$ cat config.mk
export PLATFORM = sky130hd
export DESIGN_NAME = triangle_isoline_segments
export DESIGN_NICKNAME = d
export VERILOG_FILES = /design/src/sv/tis_pkg.sv /design/src/sv/triangle_isoline_segments.sv /design/src/sv/tis_cut_unit.sv
export SDC_FILE = /design/constraint.sdc
export NUM_CORES = 2
export LEC_CHECK = 0
export ABC_AREA = 0
export BUFFER_PORTS_ARGS = -buffer_cell sky130_fd_sc_hd__buf_4
export CELL_PAD_IN_SITES_DETAIL_PLACEMENT = 1
export CELL_PAD_IN_SITES_GLOBAL_PLACEMENT = 2
export CORE_MARGIN = 2
export CORE_UTILIZATION = 40
export DETAILED_ROUTE_END_ITERATION = 10
export GPL_TIMING_DRIVEN = 0
export PLACE_DENSITY = 0.77
export SYNTH_ARGS = -nofsm -noshare
export SYNTH_HDL_FRONTEND = slang
export SYNTH_SLANG_ARGS = --single-unit
$ cat constraint.sdc
create_clock -name clk -period 37.7 [get_ports clk]
set_clock_uncertainty 0.05 [all_clocks]
set_input_delay 1.885 -clock clk [delete_from_list [all_inputs] [get_ports clk]]
set_output_delay 1.885 -clock clk [all_outputs]
set_load 0.02 [all_outputs]
$ cat src/sv/tis_pkg.sv
`timescale 1ns / 1ps

package tis_pkg;

  localparam int BASE_W = 32;
  localparam int STEP_W = 31;
  localparam int COUNT_W = 6;
  localparam int LEVEL_IDX_W = 6;
  localparam int CFG_IDX_W = 2;

  localparam logic [CFG_IDX_W-1:0] REG_LEVEL_BASE = 2'd0;
  localparam logic [CFG_IDX_W-1:0] REG_LEVEL_STEP = 2'd1;
  localparam logic [CFG_IDX_W-1:0] REG_LEVEL_COUNT = 2'd2;

  localparam logic [COUNT_W-1:0] LEVEL_COUNT_RESET = 6'd50;

  localparam logic [1:0] EDGE_01 = 2'd0;
  localparam logic [1:0] EDGE_02 = 2'd1;
  localparam logic [1:0] EDGE_12 = 2'd2;

  typedef enum logic [2:0] {
    S_IDLE,
    S_EDGE,
    S_WAIT,
    S_LEVEL,
    S_FLUSH
  } tis_state_t;

  typedef enum logic [1:0] {
    CU_IDLE,
    CU_DIV,
    CU_MUL
  } cu_state_t;

  typedef struct packed {
    logic start;
    logic busy;
    logic done;
  } tis_cut_ctl_t;

endpackage

$ cat src/sv/triangle_isoline_segments.sv
`timescale 1ns / 1ps

// Takes one triangle word and emits one segment word for every iso level that cuts it, in
// rising level order, with tlast on the final segment; a triangle that no level cuts emits
// nothing. The block is busy for the whole triangle: per level it tests the edges in turn and
// then steps the level, and each cut edge goes through the shared restoring divider and
// interpolation multiplier; it also stalls while the output register waits.

module triangle_isoline_segments #(
  parameter int MAX_LEVELS = 64,
  parameter int COORD_WIDTH = 32,
  parameter int FRAC_BITS = 16
) (
  input  logic                                       clk,
  input  logic                                       rst,
  input  logic                                       s_axis_tvalid,
  output logic                                       s_axis_tready,
  // vertex0_x, vertex0_y, vertex0_z, vertex1_x .. vertex1_z, vertex2_x .. vertex2_z,
  // value0, value1, value2
  input  logic [((12*COORD_WIDTH+7)/8)*8-1:0]        s_axis_tdata,
  output logic                                       m_axis_tvalid,
  input  logic                                       m_axis_tready,
  // start_x, start_y, start_z, end_x, end_y, end_z, level_index
  output logic [((6*COORD_WIDTH+6+7)/8)*8-1:0]       m_axis_tdata,
  output logic                                       m_axis_tlast,
  input  logic                                       cfg_valid,
  output logic                                       cfg_ready,
  input  logic [tis_pkg::CFG_IDX_W-1:0]              cfg_index,
  input  logic [31:0]                                cfg_data
);
  import tis_pkg::*;

  localparam int CW = COORD_WIDTH;
  localparam int LW = ((CW > 38) ? CW : 38) + 2;
  localparam int OW = ((6*CW+6+7)/8)*8;
  localparam logic [LEVEL_IDX_W-1:0] TOP_MAX = LEVEL_IDX_W'(MAX_LEVELS - 1);

  tis_state_t state, state_next;

  logic signed [BASE_W-1:0]  level_base;
  logic [STEP_W-1:0]         level_step;
  logic [COUNT_W-1:0]        level_count;

  logic signed [CW-1:0]      pos [3][3];
  logic signed [CW-1:0]      val [3];
  logic signed [LW-1:0]      lv;
  logic [LEVEL_IDX_W-1:0]    lvl;
  logic [LEVEL_IDX_W-1:0]    top;
  logic [1:0]                edge_sel;
  logic [1:0]                cuts;
  logic signed [CW-1:0]      pt0 [3];
  logic signed [CW-1:0]      pt1 [3];
  logic                      pend_valid;
  logic signed [CW-1:0]      pend_s [3];
  logic signed [CW-1:0]      pend_e [3];
  logic [LEVEL_IDX_W-1:0]    pend_lvl;
  logic                      out_valid;
  logic signed [CW-1:0]      out_s [3];
  logic signed [CW-1:0]      out_e [3];
  logic [LEVEL_IDX_W-1:0]    out_lvl;
  logic                      out_last;

  logic [1:0]                ea, eb, lo_i, hi_i;
  logic signed [LW-1:0]      vlo, vhi;
  logic                      is_cut;
  logic [LW-1:0]             num_w, den_w;
  logic                      cu_start;
  tis_cut_ctl_t              cu_ctl;
  logic signed [CW-1:0]      cu_pt [3];
  logic                      in_acc, out_free, seg_move, lvl_last, edge_last;
  logic                      out_load;

  assign cfg_ready = 1'b1;
  assign s_axis_tready = state == S_IDLE;
  assign in_acc = s_axis_tvalid && s_axis_tready;

  always_ff @(posedge clk) begin
    if (rst) begin
      level_base <= '0;
      level_step <= '0;
      level_count <= LEVEL_COUNT_RESET;
    end else if (cfg_valid) begin
      case (cfg_index)
        REG_LEVEL_BASE:  level_base <= cfg_data[BASE_W-1:0];
        REG_LEVEL_STEP:  level_step <= cfg_data[STEP_W-1:0];
        REG_LEVEL_COUNT: level_count <= cfg_data[COUNT_W-1:0];
        default: ;
      endcase
    end
  end

  always_comb begin
    case (edge_sel)
      EDGE_01: begin ea = 2'd0; eb = 2'd1; end
      EDGE_02: begin ea = 2'd0; eb = 2'd2; end
      default: begin ea = 2'd1; eb = 2'd2; end
    endcase
    if (val[ea] > val[eb]) begin
      lo_i = eb;
      hi_i = ea;
    end else begin
      lo_i = ea;
      hi_i = eb;
    end
  end

  assign vlo = LW'(val[lo_i]);
  assign vhi = LW'(val[hi_i]);
  assign is_cut = (lv >= vlo) && (lv < vhi);
  assign num_w = lv - vlo;
  assign den_w = vhi - vlo;
  assign edge_last = (edge_sel == EDGE_12) || (edge_sel == EDGE_02 && cuts == 2'd1);
  assign lvl_last = lvl == top;
  assign out_free = !out_valid || m_axis_tready;
  assign seg_move = (state == S_LEVEL) && (cuts != 2'd0) && pend_valid && out_free;
  assign out_load = seg_move || ((state == S_FLUSH) && pend_valid && out_free);
  assign cu_start = (state == S_EDGE) && !(edge_sel == EDGE_12 && cuts == 2'd2) && is_cut;

  tis_cut_unit #(
    .COORD_WIDTH(COORD_WIDTH),
    .FRAC_BITS(FRAC_BITS)
  ) u_cut (
    .clk(clk),
    .rst(rst),
    .start(cu_start),
    .ctl(cu_ctl),
    .num(num_w[CW-1:0]),
    .den(den_w[CW-1:0]),
    .lo(pos[lo_i]),
    .hi(pos[hi_i]),
    .pt(cu_pt)
  );

  always_comb begin
    state_next = state;
    case (state)
      S_IDLE: if (in_acc) state_next = S_EDGE;
      S_EDGE: begin
        if (edge_sel == EDGE_12 && cuts == 2'd2) state_next = S_LEVEL;
        else if (is_cut) state_next = S_WAIT;
        else if (edge_sel == EDGE_12) state_next = S_LEVEL;
      end
      S_WAIT: if (cu_ctl.done) state_next = edge_last ? S_LEVEL : S_EDGE;
      S_LEVEL: begin
        if (cuts == 2'd0 || !pend_valid || out_free)
          state_next = lvl_last ? S_FLUSH : S_EDGE;
      end
      S_FLUSH: if (!pend_valid || out_free) state_next = S_IDLE;
      default: state_next = S_IDLE;
    endcase
  end

  always_ff @(posedge clk) begin
    if (rst) state <= S_IDLE;
    else state <= state_next;
  end

  always_ff @(posedge clk) begin
    if (rst) begin
      pend_valid <= 1'b0;
      out_valid <= 1'b0;
    end else begin
      if (out_load) out_valid <= 1'b1;
      else if (m_axis_tready) out_valid <= 1'b0;
      case (state)
        S_IDLE: pend_valid <= 1'b0;
        S_LEVEL: begin
          if (cuts != 2'd0 && (!pend_valid || out_free)) pend_valid <= 1'b1;
        end
        S_FLUSH: begin
          if (pend_valid && out_free) pend_valid <= 1'b0;
        end
        default: ;
      endcase
    end
  end

  always_ff @(posedge clk) begin
    case (state)
      S_IDLE: begin
        if (in_acc) begin
          for (int v = 0; v < 3; v++) begin
            for (int k = 0; k < 3; k++) pos[v][k] <= s_axis_tdata[(v*3+k)*CW +: CW];
            val[v] <= s_axis_tdata[(9+v)*CW +: CW];
          end
          lv <= LW'(level_base);
          lvl <= '0;
          top <= (level_count > TOP_MAX) ? TOP_MAX : level_count;
          edge_sel <= EDGE_01;
          cuts <= 2'd0;
        end
      end
      S_EDGE: begin
        if (!cu_start && edge_sel != EDGE_12) edge_sel <= edge_sel + 2'd1;
      end
      S_WAIT: begin
        if (cu_ctl.done) begin
          if (cuts == 2'd0) pt0 <= cu_pt;
          else pt1 <= cu_pt;
          cuts <= cuts + 2'd1;
          if (!edge_last) edge_sel <= edge_sel + 2'd1;
        end
      end
      S_LEVEL: begin
        if (cuts == 2'd0 || !pend_valid || out_free) begin
          if (cuts != 2'd0) begin
            pend_s <= pt0;
            pend_e <= (cuts == 2'd1) ? pt0 : pt1;
            pend_lvl <= lvl;
          end
          lv <= lv + LW'({1'b0, level_step});
          lvl <= lvl + 1'b1;
          edge_sel <= EDGE_01;
          cuts <= 2'd0;
        end
        if (seg_move) begin
          out_s <= pend_s;
          out_e <= pend_e;
          out_lvl <= pend_lvl;
          out_last <= 1'b0;
        end
      end
      S_FLUSH: begin
        if (pend_valid && out_free) begin
          out_s <= pend_s;
          out_e <= pend_e;
          out_lvl <= pend_lvl;
          out_last <= 1'b1;
        end
      end
      default: ;
    endcase
  end

  assign m_axis_tvalid = out_valid;
  assign m_axis_tlast = out_last;
  assign m_axis_tdata = OW'({out_lvl, out_e[2], out_e[1], out_e[0],
                             out_s[2], out_s[1], out_s[0]});

`ifndef SYNTH
  a_idle_empty: assert property (@(posedge clk) disable iff (rst)
    state == S_IDLE |-> !pend_valid) else $error("segment left pending at idle");
  a_unit_wait: assert property (@(posedge clk) disable iff (rst)
    cu_ctl.busy |-> state == S_WAIT) else $error("cut unit busy outside wait");
  a_level_range: assert property (@(posedge clk) disable iff (rst)
    (state != S_IDLE && state != S_FLUSH) |-> lvl <= top)
    else $error("level index beyond top");
  a_cuts_max: assert property (@(posedge clk) disable iff (rst)
    cu_ctl.done |-> cuts != 2'd2) else $error("third cut on one level");
`endif

endmodule

$ cat src/sv/tis_cut_unit.sv
`timescale 1ns / 1ps

module tis_cut_unit #(
  parameter int COORD_WIDTH = 32,
  parameter int FRAC_BITS = 16
) (
  input  logic                          clk,
  input  logic                          rst,
  input  logic                          start,
  output tis_pkg::tis_cut_ctl_t         ctl,
  input  logic [COORD_WIDTH-1:0]        num,
  input  logic [COORD_WIDTH-1:0]        den,
  input  logic signed [COORD_WIDTH-1:0] lo [3],
  input  logic signed [COORD_WIDTH-1:0] hi [3],
  output logic signed [COORD_WIDTH-1:0] pt [3]
);
  import tis_pkg::*;

  localparam int CW = COORD_WIDTH;
  localparam int FB = FRAC_BITS;
  localparam int CNTW = $clog2(FB) + 1;
  localparam int PW = CW + FB + 2;

  cu_state_t state, state_next;

  logic [CW:0]              r;
  logic [CW-1:0]            den_r;
  logic [FB-1:0]            frac;
  logic [CNTW-1:0]          cnt;
  logic signed [CW-1:0]     lo_r [3];
  logic signed [CW-1:0]     hi_r [3];
  logic signed [PW-1:0]     prod;
  logic                     done_r;

  logic [CW+1:0]            r2;
  logic                     take;
  logic [CW+1:0]            r_sub;
  logic [1:0]               mk;
  logic [1:0]               pj;
  logic signed [CW:0]       diff;
  logic signed [FB:0]       fs;
  logic signed [PW-1:0]     pshift;
  logic                     div_last;
  logic                     mul_last;

  assign r2 = {r, 1'b0};
  assign take = r2 >= {2'b00, den_r};
  assign r_sub = r2 - {2'b00, den_r};
  assign mk = cnt[1:0];
  assign pj = cnt[1:0] - 2'd1;
  assign diff = {hi_r[mk][CW-1], hi_r[mk]} - {lo_r[mk][CW-1], lo_r[mk]};
  assign fs = $signed({1'b0, frac});
  assign pshift = prod >>> FB;
  assign div_last = cnt == CNTW'(FB - 1);
  assign mul_last = cnt == CNTW'(3);

  always_comb begin
    state_next = state;
    case (state)
      CU_IDLE: if (start) state_next = CU_DIV;
      CU_DIV:  if (div_last) state_next = CU_MUL;
      CU_MUL:  if (mul_last) state_next = CU_IDLE;
      default: state_next = CU_IDLE;
    endcase
  end

  assign ctl.start = start;
  assign ctl.busy = state != CU_IDLE;
  assign ctl.done = done_r;

  always_ff @(posedge clk) begin
    if (rst) begin
      state <= CU_IDLE;
      cnt <= '0;
      done_r <= 1'b0;
    end else begin
      state <= state_next;
      done_r <= (state == CU_MUL) && mul_last;
      case (state)
        CU_IDLE: cnt <= '0;
        CU_DIV:  cnt <= div_last ? '0 : cnt + 1'b1;
        CU_MUL:  cnt <= mul_last ? '0 : cnt + 1'b1;
        default: cnt <= '0;
      endcase
    end
  end

  always_ff @(posedge clk) begin
    case (state)
      CU_IDLE: begin
        if (start) begin
          r <= {1'b0, num};
          den_r <= den;
          frac <= '0;
          lo_r <= lo;
          hi_r <= hi;
        end
      end
      CU_DIV: begin
        r <= take ? r_sub[CW:0] : r2[CW:0];
        frac <= {frac[FB-2:0], take};
      end
      CU_MUL: begin
        if (!mul_last) prod <= PW'(diff * fs);
        if (cnt != '0) pt[pj] <= lo_r[pj] + pshift[CW-1:0];
      end
      default: ;
    endcase
  end

endmodule
==> metrics.sh <==
RUN_STATUS='finished with violations'
VIOLATED_CHECKS='capacitance limit, slew limit'
HOLD_BUFFERS=0
CHIPWIDTH_UM=478
RSZ0062_AT_GRT='no'
SYN_WARNINGS=0
PLACE_HPWL_MM=257
SYNTH.FF_LATCH_COUNT=1512
DRTITER0DRC=5841
DRIVE_ABOVE_1_SHARE_PCT=13.1
NUM-NETS-FINAL=10100
CRITPATHKIND='flop to flop'
CRIT_PATH_START_KIND='flop'
PLACEMENT_ROWS=174
PORTBUFFERS=622
WORST_PIN_SLEW_NS=1.53
CTS.PATH.MAX_BUFFERS=3
INITIAL_CORE_UTIL_PCT=40.1
DRT_PASS1_ITERATIONS=6
DETAIL_ROUTE.DRC_VIOLATIONS=0
CRIT_TOP_CELL='sky130_fd_sc_hd__o21ai_0'
WL_PER_CELL_UM=27.1
SYNTH.TOP_CELLS.BY_COUNT='sky130_fd_sc_hd__edfxtp_1, sky130_fd_sc_hd__nand2_1, sky130_fd_sc_hd__inv_1'
DP_CELLS=11600
SEQUENTIAL_CELL_AREA_SQ_UM=44600
GRT_MAX_DEGREE=81
WORST_SETUP_HOLD_PATH_CLK_SLEW_NS=0.06
CTS-BUFFERS-INSERTED=162
SLOWEST_CELL_ON_THE_CRITICAL_PATH='sky130_fd_sc_hd__buf_1'
GPL.FINAL_WEIGHTED_CONGESTION=0.938
SYN_AREA_SQ_UM=89900
CTS_SINKS=1512
FIRST_PASS_GRT_WIRE_LENGTH_MM=468
FINAL_ANTENNA_NET_COUNT=0
AVGVIACOUNTPERCELL=5.60
CLOCKROOTBUFFER='sky130_fd_sc_hd__clkbuf_16'
CLASS_OF_THE_TIGHTEST_HOLD_OR_REMOVAL_CHECK='flop to flop'
TIMING.CRITICAL_PATH.TO_TYPE='flop'
CP_SLOWEST_STAGE_DELAY_NS=1.05
CLKLATENCYLATEPIN_NS=0.88
CRITICAL_PATH_FANOUTS_MAX=28
SETUP_VIOL=0
POST-ROUTE-MIN-PERIOD_NS=14.97
GR-USAGE-ALL-LAYERS_PCT=27.7
CRITICAL_PATH_REQUIRED_NS=38.17
CELL_TAKING_THE_MOST_AREA_AFTER_SYNTHESIS='sky130_fd_sc_hd__edfxtp_1'
NUMBER_OF_MAXIMUM_CAPACITANCE_CONSTRAINT_VIOLATIONS=2
IO_PINS=627
FINAL-INSTANCE-COUNT-EXCL-FILL=11900
TIMING.FINAL.CRIT_SHARE_PCT=39.7
ROUTE.VIAS.TOTAL=66800
MAXSLEWHEADROOM_PCT=-1.92
REPORT.FINAL.HOLD_VIOL_COUNT=0
NUMBER_OF_RESIZED_INSTANCES_IN_THE_POST_CTS_REPAIR_STEP=0
FILLERINSTANCES=23900
DRT_WL_TOTAL_MM=323
TRITONCTS='built'
DRV_SLEW=11
CTS_SETUP_BUFFERS=0
MAX_CLOCK_FREQ_GHz=0.0668
AREA_GROWTH_PCT=16.8
YS_DOMINANT_REG_CELL='sky130_fd_sc_hd__edfxtp_1'
POST-ROUTE-UTIL_PCT=46.9
YOSYS.CELL_TYPES.COUNT=79
SYN_AVG_CELL_AREA_SQ_UM=11.3
PLACEABLECOREAREA_SQ_UM=224000
SYNTH-SEQ-AREA-SHARE_PCT=49.6
SYNTH_ENABLE_FLOP_CELLS=1430
DIE_AREA_SQ_UM=228000
SYNTH_CELLS=7942
YOSYS.AREA.TOP_TYPE_SHARE_PCT=47.8
CRITICAL_PATH_ARRIVAL_NS=15.44
SYNTH_ASYNC_SR_FLOP_SHARE_PCT=0
SYNTH.MOST_COMMON_CELL='sky130_fd_sc_hd__edfxtp_1'
MULTI_INPUT_COMB_AREA_SQ_UM=41300
CTS_HTREE_LEVELS=4
SETUP-TNS-FINAL_NS=0
SYNTHTOPCELLSBYAREA='sky130_fd_sc_hd__edfxtp_1, sky130_fd_sc_hd__fa_1, sky130_fd_sc_hd__ha_1'
GLOBALROUTEOVERFLOWTOTAL=0
GRT_ANTENNA_BEFORE_REPAIR=22
FLOORPLAN.DIE.HEIGHT_UM=478
GRT_PASS1_VIAS=69500
-- critical path: cells and delay by family, from the launching register on --
kind                       cells  cell delay, ns
AOI/OAI and AO/OA             14            4.46
buffers and inverters         14            6.67
and+or+nand+nor                4            1.54
adders and majority gates      3            1.10
DFF                            1            0.42
muxes                          1            0.27
-- stage by stage --
step	setup slack (ns)	area, sq um	hold WS [ns]
4_1_cts	22.53	105000	0.334
6_report	22.73	105000	0.341
3_5_place_dp	22.64	99300	0.356
2_1_floorplan	19.81	89900	0.350
3_3_place_gp	7.82	98300	0.353
5_1_grt	22.09	105000	0.351
-- layer usage --
metal  up-vias  track usage (%)  part of all wire [%]
met4         8             10.9                   4.2
met5         -                0                 0.016
met3       495             4.19                   5.9
met1     34100             37.7                    44
met2      2335             44.6                    46
li1      29900                -                     -
-- flip-flops by register name (all words and copies together) (netlist names), 33 cells and up --
| register | flops |
|---|---|
| lv | 40 |
| pt0 | 96 |
| pt1 | 96 |
| u_cut.lo_r | 96 |
| pend_e | 96 |
| pos | 288 |
| val | 96 |
| pend_s | 96 |
| u_cut.r | 33 |
| u_cut.hi_r | 96 |
| m_axis_tdata | 192 |
| u_cut.pt | 96 |
-- placed cells by master (no fill, tap or decap), drive strengths merged, types with 15 or more instances in the layout --
cell	Yosys	routed
mux2	166	166
nand4	36	36
inv	663	673
or3	16	16
nor2	253	253
clkbuf	367	549
edfxtp	1430	1430
xor2	64	64
bufinv	0	22
a21oi	317	317
clkinv	1	81
o22ai	62	62
mux2i	201	201
o21a	79	79
a21o	111	111
dfxtp	82	82
o21ai	491	491
o21bai	27	27
nor4	23	23
a31oi	56	56
nand2	1219	1219
buf	57	736
a22oi	386	386
nor3b	15	15
o211ai	20	20
xnor2	147	147
nor3	54	54
a211oi	29	29
o311ai	16	16
nor2b	26	26
nand2b	36	36
ha	399	399
and2	252	252
nand3	139	139
fa	489	489
and3	35	35
a211o	15	15
a311oi	16	16
-- area by class of cell --
type | instances | share of cell area [%]
sequential | 1512 | 42.5
multi-input combinational | 5343 | 39.3
timing repair buffer | 679 | 5.35
clock buffer | 182 | 3.95
tap | 2992 | 3.57
inverter | 664 | 2.37
buffer | 424 | 1.57
clock inverter | 119 | 1.43
antenna | 5 | 0.0119
-- path summary, 6_finish.rpt --
check / cells past startpoint / end / slack, ns / from
max reg2reg: 36 / u_cut.lo_r[48] / 22.73 / edge_sel[0]
min: 0 / m_axis_tdata[25] / 0.34 / pend_s[89]
min reg2reg: 0 / m_axis_tdata[25] / 0.34 / pend_s[89]
max: 36 / u_cut.lo_r[48] / 22.73 / edge_sel[0]
-- kinds of logic (layout without fill, tap and decap cells) --
logic type | count (synthesis) | in the layout | synth area share [%]
other | 2 | 8 | 0.00836
xor gates and xnor gates | 211 | 211 | 2.06
muxes | 367 | 367 | 4.32
DFF | 1512 | 1512 | 49.6
adders and majority gates | 892 | 892 | 16.5
buffers and inverters | 1088 | 2068 | 4.61
AOI/OAI and AO/OA | 1724 | 1724 | 12.2
and+or+nand+nor | 2146 | 2146 | 10.7
Power is not shown: default switching activity piles up to over one toggle a cycle in this logic, so the estimate is an artifact.
